### config.mk
export PLATFORM = sky130hd
export DESIGN_NAME = energy_word_segmenter
export DESIGN_NICKNAME = d
export VERILOG_FILES = /design/src/rtl/core/ews_pkg.sv /design/src/rtl/core/energy_word_segmenter.sv
export SDC_FILE = /design/constraint.sdc
export NUM_CORES = 1
export LEC_CHECK = 0
export ABC_AREA = 1
export BUFFER_PORTS_ARGS = -buffer_cell sky130_fd_sc_hd__clkbuf_2
export CAP_MARGIN = 20
export CORE_UTILIZATION = 68
export CTS_BUF_LIST = sky130_fd_sc_hd__clkbuf_2 sky130_fd_sc_hd__clkbuf_4 sky130_fd_sc_hd__clkbuf_8
export DETAILED_ROUTE_END_ITERATION = 16
export GPL_TIMING_DRIVEN = 0
export HOLD_SLACK_MARGIN = 0.08
export PLACE_DENSITY = 0.87
export SYNTH_ARGS = -nofsm -noshare
export SYNTH_HDL_FRONTEND = slang
export SYNTH_SLANG_ARGS = --single-unit
### constraint.sdc
create_clock -name clk -period 20.7 [get_ports clk]
set_input_delay 2.07 -clock clk [delete_from_list [all_inputs] [get_ports clk]]
set_output_delay 2.07 -clock clk [all_outputs]
set_load 0.02 [all_outputs]
### src/rtl/core/ews_pkg.sv
// Package for the energy word segmenter: payload types, register indexes and constants.
`timescale 1ns / 1ps

package ews_pkg;

  localparam int ENERGY_W = 16;
  localparam int HANG_W   = 4;
  localparam int LEN_W    = 11;
  localparam int SUM_W    = 27;
  localparam int PEND_W   = 20;
  localparam int CFG_W    = 16;
  localparam int CFG_IDX_W = 2;

  localparam logic [CFG_IDX_W-1:0] CFG_ENERGY_THRESHOLD = 2'd0;
  localparam logic [CFG_IDX_W-1:0] CFG_HANGOVER_FRAMES  = 2'd1;
  localparam logic [CFG_IDX_W-1:0] CFG_MIN_LENGTH       = 2'd2;

  localparam logic [ENERGY_W-1:0] THRESHOLD_RESET  = 16'd655;
  localparam logic [HANG_W-1:0]   HANGOVER_RESET   = 4'd3;
  localparam logic [LEN_W-1:0]    MIN_LENGTH_RESET = 11'd5;

  localparam logic [SUM_W-1:0] SUM_MAX = {SUM_W{1'b1}};

  typedef struct packed {
    logic [ENERGY_W-1:0] frame_energy;
    logic                stream_end;
  } in_item_t;

  typedef struct packed {
    logic [LEN_W-1:0] word_start;
    logic [LEN_W-1:0] word_end;
    logic [SUM_W-1:0] word_energy;
    logic             closed_by_end;
  } out_item_t;

endpackage

### src/rtl/core/energy_word_segmenter.sv
// Energy word segmenter top level: threshold voice activity detection over frame energies.
`timescale 1ns / 1ps

// One frame energy transaction is accepted per clock cycle unless stalled.
// All segmentation work for a frame is done in a single registered pass, and
// a finished word is registered into the output or skid register. The output
// side holds up to two words (output register plus skid register); the input
// stalls only while both are occupied, so a frame that closes no word never
// waits on a stalled output beyond that. Frame indexes saturate at
// MAX_FRAME_COUNT - 1 and are reported in the low 11 bits.
module energy_word_segmenter
  import ews_pkg::*;
#(
  parameter int MAX_FRAME_COUNT = 2048
) (
  input  logic                 clk,
  input  logic                 rst_n,
  input  logic                 cfg_we,
  input  logic [CFG_IDX_W-1:0] cfg_index,
  input  logic [CFG_W-1:0]     cfg_wdata,
  input  logic                 in_valid,
  output logic                 in_stall,
  input  in_item_t             in_data,
  output logic                 out_valid,
  input  logic                 out_stall,
  output out_item_t            out_data
);

  localparam int IW = $clog2(MAX_FRAME_COUNT);
  localparam int CW = (IW > LEN_W) ? IW : LEN_W;
  localparam int XW = IW + LEN_W;
  localparam logic [IW-1:0] IDX_LAST = IW'(MAX_FRAME_COUNT - 1);

  function automatic logic [SUM_W-1:0] sat_add(input logic [SUM_W-1:0] a,
                                                input logic [SUM_W-1:0] b);
    logic [SUM_W:0] s;
    s = {1'b0, a} + {1'b0, b};
    return s[SUM_W] ? SUM_MAX : s[SUM_W-1:0];
  endfunction

  // configuration
  logic [ENERGY_W-1:0] thr_r;
  logic [HANG_W-1:0]   hang_r;
  logic [LEN_W-1:0]    min_len_r;

  always_ff @(posedge clk) begin
    if (!rst_n) begin
      thr_r     <= THRESHOLD_RESET;
      hang_r    <= HANGOVER_RESET;
      min_len_r <= MIN_LENGTH_RESET;
    end else if (cfg_we) begin
      case (cfg_index)
        CFG_ENERGY_THRESHOLD: thr_r     <= cfg_wdata[ENERGY_W-1:0];
        CFG_HANGOVER_FRAMES:  hang_r    <= cfg_wdata[HANG_W-1:0];
        CFG_MIN_LENGTH:       min_len_r <= cfg_wdata[LEN_W-1:0];
        default: ;
      endcase
    end
  end

  // segmentation state
  logic              in_word_r, in_word_nxt;
  logic [IW-1:0]     frame_idx_r, frame_idx_nxt;
  logic [IW-1:0]     start_idx_r, start_idx_nxt;
  logic [HANG_W-1:0] quiet_cnt_r, quiet_cnt_nxt;
  logic [SUM_W-1:0]  active_sum_r, active_sum_nxt;
  logic [PEND_W-1:0] pending_sum_r, pending_sum_nxt;

  logic              accept;
  logic              loud;
  logic [HANG_W-1:0] hang_eff;
  logic [HANG_W-1:0] qc_inc;
  logic [IW:0]       end_lim;
  logic [IW-1:0]     end_idx;
  logic [IW-1:0]     hang_len;
  logic [IW-1:0]     flush_len;
  logic              res_valid;
  logic [IW-1:0]     res_start;
  logic [IW-1:0]     res_end;
  logic [SUM_W-1:0]  res_energy;
  logic              res_by_end;
  logic [XW-1:0]     res_start_x;
  logic [XW-1:0]     res_end_x;
  out_item_t         res_item;

  assign accept   = in_valid && !in_stall;
  assign loud     = in_data.frame_energy > thr_r;
  assign hang_eff = (hang_r == '0) ? HANG_W'(1) : hang_r;
  assign qc_inc   = quiet_cnt_r + HANG_W'(1);
  assign end_lim  = (IW+1)'(start_idx_r) + (IW+1)'(qc_inc);
  assign end_idx  = ({1'b0, frame_idx_r} >= end_lim) ? (frame_idx_r - IW'(qc_inc))
                                                     : start_idx_r;
  assign hang_len = end_idx - start_idx_r;

  always_comb begin
    in_word_nxt     = in_word_r;
    frame_idx_nxt   = frame_idx_r;
    start_idx_nxt   = start_idx_r;
    quiet_cnt_nxt   = quiet_cnt_r;
    active_sum_nxt  = active_sum_r;
    pending_sum_nxt = pending_sum_r;
    res_valid       = 1'b0;
    res_start       = start_idx_r;
    res_end         = end_idx;
    res_energy      = active_sum_r;
    res_by_end      = 1'b0;
    flush_len       = '0;

    if (loud) begin
      if (!in_word_r) begin
        in_word_nxt     = 1'b1;
        start_idx_nxt   = frame_idx_r;
        quiet_cnt_nxt   = '0;
        active_sum_nxt  = SUM_W'(in_data.frame_energy);
        pending_sum_nxt = '0;
      end else begin
        active_sum_nxt  = sat_add(sat_add(active_sum_r, SUM_W'(pending_sum_r)),
                                  SUM_W'(in_data.frame_energy));
        pending_sum_nxt = '0;
        quiet_cnt_nxt   = '0;
      end
    end else if (in_word_r) begin
      quiet_cnt_nxt   = qc_inc;
      pending_sum_nxt = pending_sum_r + PEND_W'(in_data.frame_energy);
      if (qc_inc >= hang_eff) begin
        if (CW'(hang_len) >= CW'(min_len_r)) begin
          res_valid = 1'b1;
        end
        in_word_nxt     = 1'b0;
        quiet_cnt_nxt   = '0;
        active_sum_nxt  = '0;
        pending_sum_nxt = '0;
      end
    end

    if (in_data.stream_end) begin
      flush_len = frame_idx_r - start_idx_nxt;
      if (in_word_nxt && (CW'(flush_len) >= CW'(min_len_r))) begin
        res_valid  = 1'b1;
        res_start  = start_idx_nxt;
        res_end    = frame_idx_r;
        res_energy = sat_add(active_sum_nxt, SUM_W'(pending_sum_nxt));
        res_by_end = 1'b1;
      end
      in_word_nxt     = 1'b0;
      frame_idx_nxt   = '0;
      start_idx_nxt   = '0;
      quiet_cnt_nxt   = '0;
      active_sum_nxt  = '0;
      pending_sum_nxt = '0;
    end else if (frame_idx_r < IDX_LAST) begin
      frame_idx_nxt = frame_idx_r + IW'(1);
    end
  end

  assign res_start_x            = XW'(res_start);
  assign res_end_x              = XW'(res_end);
  assign res_item.word_start    = res_start_x[LEN_W-1:0];
  assign res_item.word_end      = res_end_x[LEN_W-1:0];
  assign res_item.word_energy   = res_energy;
  assign res_item.closed_by_end = res_by_end;

  always_ff @(posedge clk) begin
    if (!rst_n) begin
      in_word_r     <= 1'b0;
      frame_idx_r   <= '0;
      start_idx_r   <= '0;
      quiet_cnt_r   <= '0;
      active_sum_r  <= '0;
      pending_sum_r <= '0;
    end else if (accept) begin
      in_word_r     <= in_word_nxt;
      frame_idx_r   <= frame_idx_nxt;
      start_idx_r   <= start_idx_nxt;
      quiet_cnt_r   <= quiet_cnt_nxt;
      active_sum_r  <= active_sum_nxt;
      pending_sum_r <= pending_sum_nxt;
    end
  end

  // output register plus skid register
  logic      out_valid_r;
  logic      skid_valid_r;
  out_item_t out_data_r;
  out_item_t skid_data_r;
  logic      out_take;
  logic      new_res;

  assign out_take  = out_valid_r && !out_stall;
  assign new_res   = accept && res_valid;
  assign in_stall  = skid_valid_r;
  assign out_valid = out_valid_r;
  assign out_data  = out_data_r;

  always_ff @(posedge clk) begin
    if (!rst_n) begin
      out_valid_r  <= 1'b0;
      skid_valid_r <= 1'b0;
    end else if (skid_valid_r) begin
      if (out_take) begin
        skid_valid_r <= 1'b0;
      end
    end else if (new_res) begin
      if (out_valid_r && !out_take) begin
        skid_valid_r <= 1'b1;
      end else begin
        out_valid_r <= 1'b1;
      end
    end else if (out_take) begin
      out_valid_r <= 1'b0;
    end
  end

  always_ff @(posedge clk) begin
    if (skid_valid_r) begin
      if (out_take) begin
        out_data_r <= skid_data_r;
      end
    end else if (new_res) begin
      if (out_valid_r && !out_take) begin
        skid_data_r <= res_item;
      end else begin
        out_data_r <= res_item;
      end
    end
  end

  // assertions
  a_skid_implies_out: assert property (@(posedge clk) disable iff (!rst_n)
    skid_valid_r |-> out_valid_r)
    else $error("skid register holds a word while output register is empty");

  a_skid_holds: assert property (@(posedge clk) disable iff (!rst_n)
    skid_valid_r && out_stall |=> skid_valid_r && $stable(skid_data_r))
    else $error("skid word lost while output stalled");

  a_idle_clean: assert property (@(posedge clk) disable iff (!rst_n)
    !in_word_r |-> (quiet_cnt_r == '0) && (pending_sum_r == '0) && (active_sum_r == '0))
    else $error("word accumulators not cleared outside a word");

  a_end_clears: assert property (@(posedge clk) disable iff (!rst_n)
    accept && in_data.stream_end |=> !in_word_r && (frame_idx_r == '0))
    else $error("stream end did not clear segmentation state");

endmodule
==> results by group, run 1 <==
Yosys
  – Compound-Gate Fraction of Synth Area: 16.14%
  – Post-synthesis simple-gate area fraction: 25.86%
  – Mux contribution to synthesized area: 0%
  – Post-Synth XOR/XNOR Area: 4.899%
  – Top post-synthesis cells by area: edfxtp_1 18%, nand2_1 15%, dfxtp_1 13%
  – Post-synth EDFFs: 100
  – Seq cells post-synth: 207
  – Largest family of logic cells by synthesized area: simple AND/OR/NAND/NOR gates
  – Syn Nets: 2537
  – Post-synth top area cell: edfxtp_1
  – Post-synthesis sequential area ratio: 31.28%
  – Async SR Flop Fraction: 0%
  – Top_reg_cell synth: dfxtp_1
  – Syn avg cell area: 7.050 sq um
  – Cell count after synthesis: 2333
  – Post-Synth Adder-Cell Area: 12.84%
  – Top cell type's share of synthesized area: 18.26%
  – Yosys warnings: 0
  – Netlist Area Pre-Place: 16450 sq um
  – Yosys cell types: 52

Min path
  – Worst Hold Endpoint: thr_r[5]
  – Hold_sp: thr_r[5]
  – Worst hold path type: reg -> reg
  – Hold Crit Depth: 2

Detailed routing
  – Iteration-0 DRC Markers: 2018
  – Drt first pass iters: 6
  – Mean routed wirelength per cell: 18.51 microns
  – ANT nets after route: 0
  – Via count: 16880
  – Residual DRC: 0
  – Routed wire length: 52020 microns
  – Vias/cell: 6.003

Worst setup path
  – Data required, critical path: 21010 ps
  – RR Endpoint: out_data[37]
  – Crit path max-delay family: buffers and inverters
  – Critical Path Most Common Cell: nand2_1
  – Critical path peak fanout: 10
  – Reg2reg setup slack: 12220 ps
  – Crit path max-delay cell type: buf_1
  – CP Buf/Inv Count: 8
  – Worst reg2reg path depth: 39
  – Crit path DAT: 10160 ps
  – Worst Setup Start Kind: primary input
  – Reg2reg start: thr_r[9]
  – Worst Setup Path Type: in -> reg
  – Slowest stage delay, CP: 560 ps
  – Critical path endpoint category: flip-flop

Placed design
  – DP Area: 17350 sq um
  – Final HPWL from detailed placement: 41190 microns
  – Pre-CTS setup slack: 10680 ps
  – Port bufs: 90
  – Routability cong.: 0.9982
  – Number of cells after detailed placement: 2744

STA
  – Unrepaired setup endpoints after global routing: false
  – Fin. max-slew vios: 0
  – Slew HR: 41.79%
  – Final worst slack: 10850 ps
  – Clock Skew: 48.89 ps
  – Setup tns final: 0 ps
  – Min Hold Slack: 471.2 ps
  – Setup violators final: 0
  – Peak Freq: 101.5 MHz
  – Hold Fails Final Rpt: 0
  – Worst Tran Pin Value: 873.2 ps
  – Minimum clock period: 9854 ps
  – Tcrit/Tclk final: 47.60%

Finish
  – # diodes: 0
  – Non-Filler Instances: 2811
  – Final Cell Area: 18140 sq um
  – Fillers: 1815
  – Final nets: 2668
  – Core Util, Final: 76.84%
  – Share of cells above drive strength 1: 9.230%
  – Syn-to-layout area delta: 10.32%

Flow run
  – Max cap viols: 0

Floorplanning
  – Initial Util: 69.65%
  – Height of the chip: 157.5 microns
  – # IOs: 92
  – Core ar.: 23610 sq um
  – Die width: 157.5 microns
  – Die ar.: 24810 sq um
  – Rows: 56

Pwr
  – Sequential cell fraction of total power: 34.9%
  – Switch share: 37.09%
  – Combinational group share of total power: 34.3%
  – Power Dens Cells: 74.78 nW/um^2
  – Internal power: 0.8537 mW
  – Leakage: 8.592 nW
  – Total power: 1.357 mW
  – Max VDD drop: 0.00007353 V
  – Clock network power share: 30.8%
  – Switching pwr: 0.5032 mW

Clocking
  – Post-CTS setup buffer count: 0
  – Clock Path Buffers: 3
  – CTS Buf Count: 37
  – CTS tree: built
  – Clk_lat worst skew: 570 ps
  – Clock net sink count: 207
  – Root buf cell: clkbuf_8
  – Clock-pin slew on the worst setup and hold paths: 50 ps
  – Hold-fix buffers, CTS: 0
  – H-tree levels: 2
  – Post-CTS Resized: 0

Global routing
  – Initial antenna violation count: 1
  – Total grt overflow: 0
  – Vias in the first global route: 15610
  – First-pass GRT wire length: 80720 microns
  – Maximum number of pins on one net before global-route repair: 36
  – GRT Overall Usage: 42.52%

Status
  – Status: completed
-- cell families after synthesis --
family,after synthesis
simple gates,1010
flops,207
buf+inv,385
xor+xnor,92
fa+ha+maj,164
compound gates,475
-- final cells by class --
| class | count | area, sq um | area share, % |
|---|---|---|---|
| Multi-Input combinational cell | 1741 | 9827 | 54.16 |
| Sequential cell | 207 | 5145 | 28.35 |
| Inverter | 315 | 1182 | 6.516 |
| Clock buffer | 57 | 703.2 | 3.875 |
| Timing Repair Buffer | 92 | 498.0 | 2.744 |
| Tap cell | 319 | 399.1 | 2.200 |
| Buffer | 70 | 294.0 | 1.620 |
| Clock inverter | 10 | 96.34 | 0.5310 |
-- tightest hold or removal path, cell delays in order, from the launching register on --
cell,delay [ps]
dfxtp_1,290
inv_1,70
a21oi_1,60
-- registers in the layout (all words and copies together) (netlist names) --
| signal | count |
|---|---|
| in_stall | 1 |
| hang_r | 4 |
| out_valid | 1 |
| in_word_r | 1 |
| quiet_cnt_r | 4 |
| thr_r | 16 |
| start_idx_r | 11 |
| frame_idx_r | 11 |
| pending_sum_r | 20 |
| min_len_r | 11 |
| out_data | 50 |
| skid_data_r | 50 |
| active_sum_r | 27 |
-- metal layers --
| metal | wire length, microns | GRT usage, % | vias to the layer above |
|---|---|---|---|
| met5 | 13 | 0 | - |
| met4 | 3382 | 26.40 | 2 |
| met3 | 5672 | 7.957 | 198 |
| met2 | 22270 | 66.06 | 1044 |
| met1 | 20680 | 54.60 | 7631 |
| li1 | - | - | 8000 |
-- cells in the mapped netlist, types with 9 or more instances --
cell      number
a21oi_1      223
nand3_2        9
o21ai_0      141
ha_1         156
clkbuf_1      56
xnor2_1       29
nand4_1       20
xor2_1        63
nand3_1      111
nand2_2       10
edfxtp_1     100
o211ai_1      12
inv_1        299
a21boi_0      12
nor3_1        24
inv_2         11
o221ai_1      16
a31oi_1       11
or2_2         14
a21boi_1      13
nor2_1       120
nand2_1      673
dfxtp_1      107
o22ai_1       10
-- worst max path at each step --
stage | startpoint | end | slack, ps | cells past startpoint
3_3_place_gp | in_data[14] | out_data[24] | 9930 | 38
4_1_cts | in_data[12] | out_data[1] | 11090 | 39
6_report | in_data[12] | out_data[37] | 10850 | 38
3_5_place_dp | in_data[2] | out_data[37] | 10680 | 40
5_1_grt | in_data[12] | out_data[2] | 10370 | 38
2_1_floorplan | in_data[10] | out_data[0] | 12040 | 38
-- power groups by stage --
stage | Clock [mW] | Sequential [mW] | Combinational, mW
after detailed placement | 0 | 0.481 | 0.448
after floorplan | 0 | 0.493 | 0.303
final | 0.418 | 0.473 | 0.465
after global placement | 0 | 0.481 | 0.429
after global routing | 0.431 | 0.475 | 0.512
after CTS | 0.416 | 0.473 | 0.453
-- placed cells by master, fill, tap and decap left out, types with 63 or more instances in the layout --
cell type / n
xor2_1: 63
o21ai_0: 141
dfxtp_1: 107
clkbuf_2: 90
inv_1: 298
nand3_1: 111
ha_1: 156
nor2_1: 120
nand2_1: 673
a21oi_1: 223
edfxtp_1: 100
(Power assumes the default switching activity.)
==> inputs of run 2 (changes only) <==
--- a/config.mk
+++ b/config.mk
@@ -8,12 +8,12 @@
 export ABC_AREA = 1
 export BUFFER_PORTS_ARGS = -buffer_cell sky130_fd_sc_hd__clkbuf_2
 export CAP_MARGIN = 20
-export CORE_UTILIZATION = 68
+export CORE_UTILIZATION = 58
 export CTS_BUF_LIST = sky130_fd_sc_hd__clkbuf_2 sky130_fd_sc_hd__clkbuf_4 sky130_fd_sc_hd__clkbuf_8
 export DETAILED_ROUTE_END_ITERATION = 16
 export GPL_TIMING_DRIVEN = 0
 export HOLD_SLACK_MARGIN = 0.08
-export PLACE_DENSITY = 0.87
+export PLACE_DENSITY = 0.78
 export SYNTH_ARGS = -nofsm -noshare
 export SYNTH_HDL_FRONTEND = slang
 export SYNTH_SLANG_ARGS = --single-unit
==> constraint.sdc (replaced) <==
create_clock -name clk -period 8.2 [get_ports clk]
set_input_delay 0.82 -clock clk [delete_from_list [all_inputs] [get_ports clk]]
set_output_delay 0.82 -clock clk [all_outputs]
set_load 0.02 [all_outputs]
==> run 2 against run 1 <==
Effect of this change: final cell count rose by 2.5%; count of clock-buffer cells in the layout decreased by 3; worst hold slack got worse by 8.9 ps; first-iteration DRC count shrank 12%; core utilization fell by 11 points; register-to-register slack worse by 12000 ps; total power grew to 2.6 times the previous value; global-route usage is 4.9 points lower; die area increased by 17%; clock power grew to 2.7 times the previous value; largest power group is now combinational logic; highest routed layer is now met4.
==> results by group, run 2 (synthesis results as in run 1) <==
STA
  – Worst Tran Pin Value: 895.6 ps
  – Fin. max-slew vios: 0
  – Tcrit/Tclk final: 95.74%
  – Setup violators final: 0
  – Unrepaired setup endpoints after global routing: false
  – Final worst slack: 349.5 ps
  – Clock Skew: 22.59 ps
  – Hold Fails Final Rpt: 0
  – Setup tns final: 0 ps
  – Slew HR: 40.29%
  – Min Hold Slack: 462.3 ps
  – Peak Freq: 127.4 MHz
  – Minimum clock period: 7850 ps

Detailed routing
  – Residual DRC: 0
  – Via count: 16560
  – Routed wire length: 53830 microns
  – Met3 WL post-DR: 4381 microns
  – Mean routed wirelength per cell: 18.68 microns
  – ANT nets after route: 0
  – Drt first pass iters: 6
  – Met2 WL: 23450 microns
  – Vias/cell: 5.748
  – Highest routed layer: met4
  – Iteration-0 DRC Markers: 1778
  – Post-route met1 wirelength: 23230 microns

Global routing
  – Maximum number of pins on one net before global-route repair: 29
  – Initial antenna violation count: 0
  – Total grt overflow: 0
  – Vias in the first global route: 15580
  – First-pass GRT wire length: 83830 microns
  – GRT Overall Usage: 37.58%

Floorplanning
  – Die width: 170.4 microns
  – Die ar.: 29030 sq um
  – Initial Util: 59.04%
  – Core ar.: 27860 sq um
  – # IOs: 92
  – Rows: 61
  – Height of the chip: 170.4 microns

Placed design
  – Port bufs: 90
  – Routability cong.: 0.9756
  – Pre-CTS setup slack: -991.5 ps
  – Final HPWL from detailed placement: 42830 microns

Status
  – Status: completed

Worst setup path
  – Worst Setup Start Kind: primary input
  – Critical Path Most Common Cell: nand2_1
  – Worst Setup Path Type: in -> reg
  – Critical path endpoint category: flip-flop
  – Crit path DAT: 8110 ps
  – Data required, critical path: 8460 ps
  – CP Buf/Inv Count: 7
  – Crit path max-delay cell type: fa_1
  – Crit path max-delay family: simple AND/OR/NAND/NOR gates
  – Slowest stage delay, CP: 420 ps
  – Critical path peak fanout: 28

Pwr
  – Power Dens Cells: 191.8 nW/um^2
  – Total power: 3.531 mW
  – Leakage: 8.680 nW
  – Max VDD drop: 0.0001338 V

Clocking
  – Root buf cell: clkbuf_8
  – Hold-fix buffers, CTS: 0
  – Clock-pin slew on the worst setup and hold paths: 60 ps
  – CTS Buf Count: 38
  – H-tree levels: 2
  – Clock net sink count: 207
  – Clk_lat worst skew: 560 ps
  – CTS tree: built
  – Clock Path Buffers: 3

Finish
  – Core Util, Final: 66.09%
  – # diodes: 0
  – Syn-to-layout area delta: 11.94%
  – Share of cells above drive strength 1: 10.47%
  – Most common cell after layout, fill and taps aside: nand2_1
  – Final nets: 2677
  – Highest-count cells in the layout ignoring fill and taps: 672 x nand2_1, 295 x inv_1, 222 x a21oi_1, 155 x ha_1, 138 x o21ai_0

Flow run
  – Max cap viols: 0

Min path
  – Worst hold path type: reg -> reg
==> run 2: cell count changes in the layout (fill, tap and decap cells not counted), moves of 3 or more <==
cell,delta
buf_4,+7
bufinv_16,+3
clkbuf_1,-6
clkbuf_2,+5
dfxtp_1,-5
dfxtp_2,+5
inv_1,-3
o21ai_0,-3
==> run 2: final cells by class <==
class / count / area, sq um
Buffer: 69 / 302.8
Clock buffer: 54 / 668.1
Clock inverter: 16 / 198.9
Fill cell: 2551 / 9447
Inverter: 315 / 1195
Multi-Input combinational cell: 1742 / 9867
Sequential cell: 207 / 5151
Tap cell: 378 / 473.0
Timing Repair Buffer: 100 / 555.5
==> run 2: report_power, final <==
part	switching, mW	total (mW)	internal (mW)	leakage (nW)
Sequential	0.0257	1.19	1.17	1.80
Clock	0.480	1.14	0.661	0.458
Combinational	0.785	1.20	0.410	6.43
==> run 2: what timing repair did <==
item / 4_1_cts / 5_1_grt
gates resized for setup: 4 / 33
gates cloned: 0 / 1
pin swaps: 1 / 1
setup endpoints to repair: 109 / 187
setup buffers: 0 / 8
==> run 2: worst register-to-register path: cells and delay by family, from the launching register on <==
family / cells / cell delay (ps)
and+or+nand+nor: 17 / 2470
xor gates and xnor gates: 1 / 170
AOI/OAI and AO/OA: 10 / 1570
adders and majority gates: 4 / 1280
buffers and inverters: 7 / 1650
DFF: 1 / 320
==> run 2: final timing paths <==
| path | start | endpoint | slack [ps] | cells past startpoint |
|---|---|---|---|---|
| min reg2reg | thr_r[8] | thr_r[8] | 460 | 2 |
| max | in_data[10] | out_data[22] | 350 | 39 |
| max reg2reg | thr_r[9] | out_data[22] | 460 | 39 |
| min | thr_r[8] | thr_r[8] | 460 | 2 |
==> run 2: metal layers <==
layer | up-vias | global-route usage (%)
met3 | 159 | 5.140
met5 | - | 0
li1 | 8029 | -
met1 | 7614 | 50.21
met2 | 757 | 60.33
met4 | 0 | 17.00
==> run 2: stage by stage <==
step                cells  area, sq um
floorplan            2333        16450
global placement     2801        17370
detailed placement   2803        17420
CTS                  2873        18290
global route         2881        18410
finish               2881        18410
==> inputs of run 3 (changes only) <==
==> constraint.sdc (replaced) <==
create_clock -name clk -period 8.2 [get_ports clk]
set_input_delay 0.41 -clock clk [delete_from_list [all_inputs] [get_ports clk]]
set_output_delay 0.41 -clock clk [all_outputs]
set_load 0.02 [all_outputs]
==> run 3 against run 2 <==
Effect of this change: final cell count fell by 0.17%; critical endpoint unchanged; via count barely moved; routed wire length barely moved; cell area fell by 0.29%.
==> results by group, run 3 (synthesis results as in run 1) <==
Status
  – Status: completed

Placed design
  – DP Area: 17420 sq um
  – Routability cong.: 0.9756
  – Pre-CTS setup slack: -581.5 ps
  – Port bufs: 90
  – Final HPWL from detailed placement: 42830 microns

Worst setup path
  – Crit path DAT: 8060 ps
  – Worst Setup Path Type: reg -> reg
  – Critical path endpoint category: flip-flop
  – Critical Path Most Common Cell: nand2_1
  – Crit path max-delay cell type: fa_1
  – Slowest stage delay, CP: 420 ps
  – Worst Setup Start Kind: flip-flop
  – Critical path peak fanout: 28
  – Data required, critical path: 8460 ps

STA
  – Tcrit/Tclk final: 95.11%
  – Minimum clock period: 7799 ps
  – Peak Freq: 128.2 MHz
  – Min Hold Slack: 126.8 ps
  – Final worst slack: 400.9 ps
  – Hold Fails Final Rpt: 0
  – Fin. max-slew vios: 0
  – Setup tns final: 0 ps
  – Clock Skew: 21.44 ps
  – Worst Tran Pin Value: 895.0 ps
  – Slew HR: 40.34%
  – Setup violators final: 0

Floorplanning
  – # IOs: 92
  – Initial Util: 59.04%
  – Die width: 170.4 microns
  – Die ar.: 29030 sq um
  – Height of the chip: 170.4 microns
  – Rows: 61
  – Core ar.: 27860 sq um

Clocking
  – Clock net sink count: 207
  – Clock Path Buffers: 3
  – Hold-fix buffers, CTS: 0
  – Clk_lat worst skew: 560 ps
  – CTS tree: built
  – H-tree levels: 2
  – CTS Buf Count: 38
  – Clock-pin slew on the worst setup and hold paths: 60 ps
  – Root buf cell: clkbuf_8

Detailed routing
  – Mean routed wirelength per cell: 18.70 microns
  – Vias/cell: 5.754
  – Drt first pass iters: 6
  – Via count: 16550
  – Residual DRC: 0
  – Routed wire length: 53790 microns
  – ANT nets after route: 0
  – Iteration-0 DRC Markers: 1946

Finish
  – Highest-count cells in the layout ignoring fill and taps: 673 x nand2_1, 296 x inv_1, 222 x a21oi_1, 156 x ha_1, 138 x o21ai_0
  – Most common cell after layout, fill and taps aside: nand2_1
  – # diodes: 0
  – Final nets: 2672
  – Share of cells above drive strength 1: 10.01%
  – Syn-to-layout area delta: 11.62%
  – Final Cell Area: 18360 sq um

Global routing
  – Grt met3 use: 4.977%
  – Busiest grt layer: met2
  – Maximum number of pins on one net before global-route repair: 29
  – GRT Overall Usage: 37.54%
  – Total grt overflow: 0
  – Initial antenna violation count: 0
  – Vias in the first global route: 15560
  – First-pass GRT wire length: 83740 microns
  – Met2 Track Usage GR: 60.39%
  – M1 GR Usage: 50.28%

Min path
  – Worst hold path type: in -> reg

Flow run
  – Max cap viols: 0

Pwr
  – Power Dens Cells: 192.2 nW/um^2
  – Leakage: 8.669 nW
  – Max VDD drop: 0.0001337 V
==> run 3: cell types whose count changed in the layout (fill, tap and decap cells not counted), moves of 2 or more <==
cell	previous run	this run
dfxtp_2	5	1
clkinvlp_4	2	0
dfxtp_1	102	106
buf_4	7	3
==> run 3: cell type report <==
type	instances	area [sq um]
multi-input combinational	1742	9862
fill	2556	9499
sequential	207	5146
inverter	315	1187
clock buffer	54	668.1
timing repair buffer	95	520.5
tap	378	473.0
buffer	69	302.8
clock inverter	16	198.9
==> run 3: critical path: cells and delay by family, from the launching register on <==
family,cells,cell delay [ps]
AND/OR/NAND/NOR,17,2450
AO/OA/AOI/OAI,10,1650
buffers and inverters,7,1610
adder cells (fa/ha/maj),4,1280
flip-flops,1,310
XOR/XNOR,1,180
==> run 3: worst paths after layout <==
kind / cells after the start / end / startpoint / slack [ps]
setup / recovery: 39 / out_data[22] / thr_r[9] / 400
hold / removal: 3 / hang_r[1] / cfg_wdata[1] / 130
setup reg to reg: 39 / out_data[22] / thr_r[9] / 400
hold reg to reg: 2 / thr_r[8] / thr_r[8] / 460
==> run 3: timing repair <==
| action | in CTS | in global routing |
|---|---|---|
| resized for setup | 2 | 30 |
| gates cloned | 0 | 1 |
| setup buffers | 0 | 3 |
| pin swaps | 0 | 1 |
| endpoints found under the setup margin | 84 | 180 |
==> run 3: per-stage QoR <==
step                      instances  utilization [%]  power [mW]
after CTS                      2873            65.65       3.488
after global routing           2876            65.90       3.709
after global placement         2801            62.35       2.318
after detailed placement       2803            62.53       2.354
after floorplan                2333                -       2.010
final                          2876            65.90       3.529
==> run 3: routing by layer <==
metal  part of all wire, %  routed length (microns)
met1                    43                    23190
met2                    44                    23510
met3                   8.3                     4476
met4                   4.9                     2612
met5                     0                        0
==> run 3: where the power goes <==
group          switching [mW]  internal [mW]
Combinational           0.785          0.408
Sequential             0.0255           1.17
Clock                   0.481          0.661
Total                    1.29           2.24
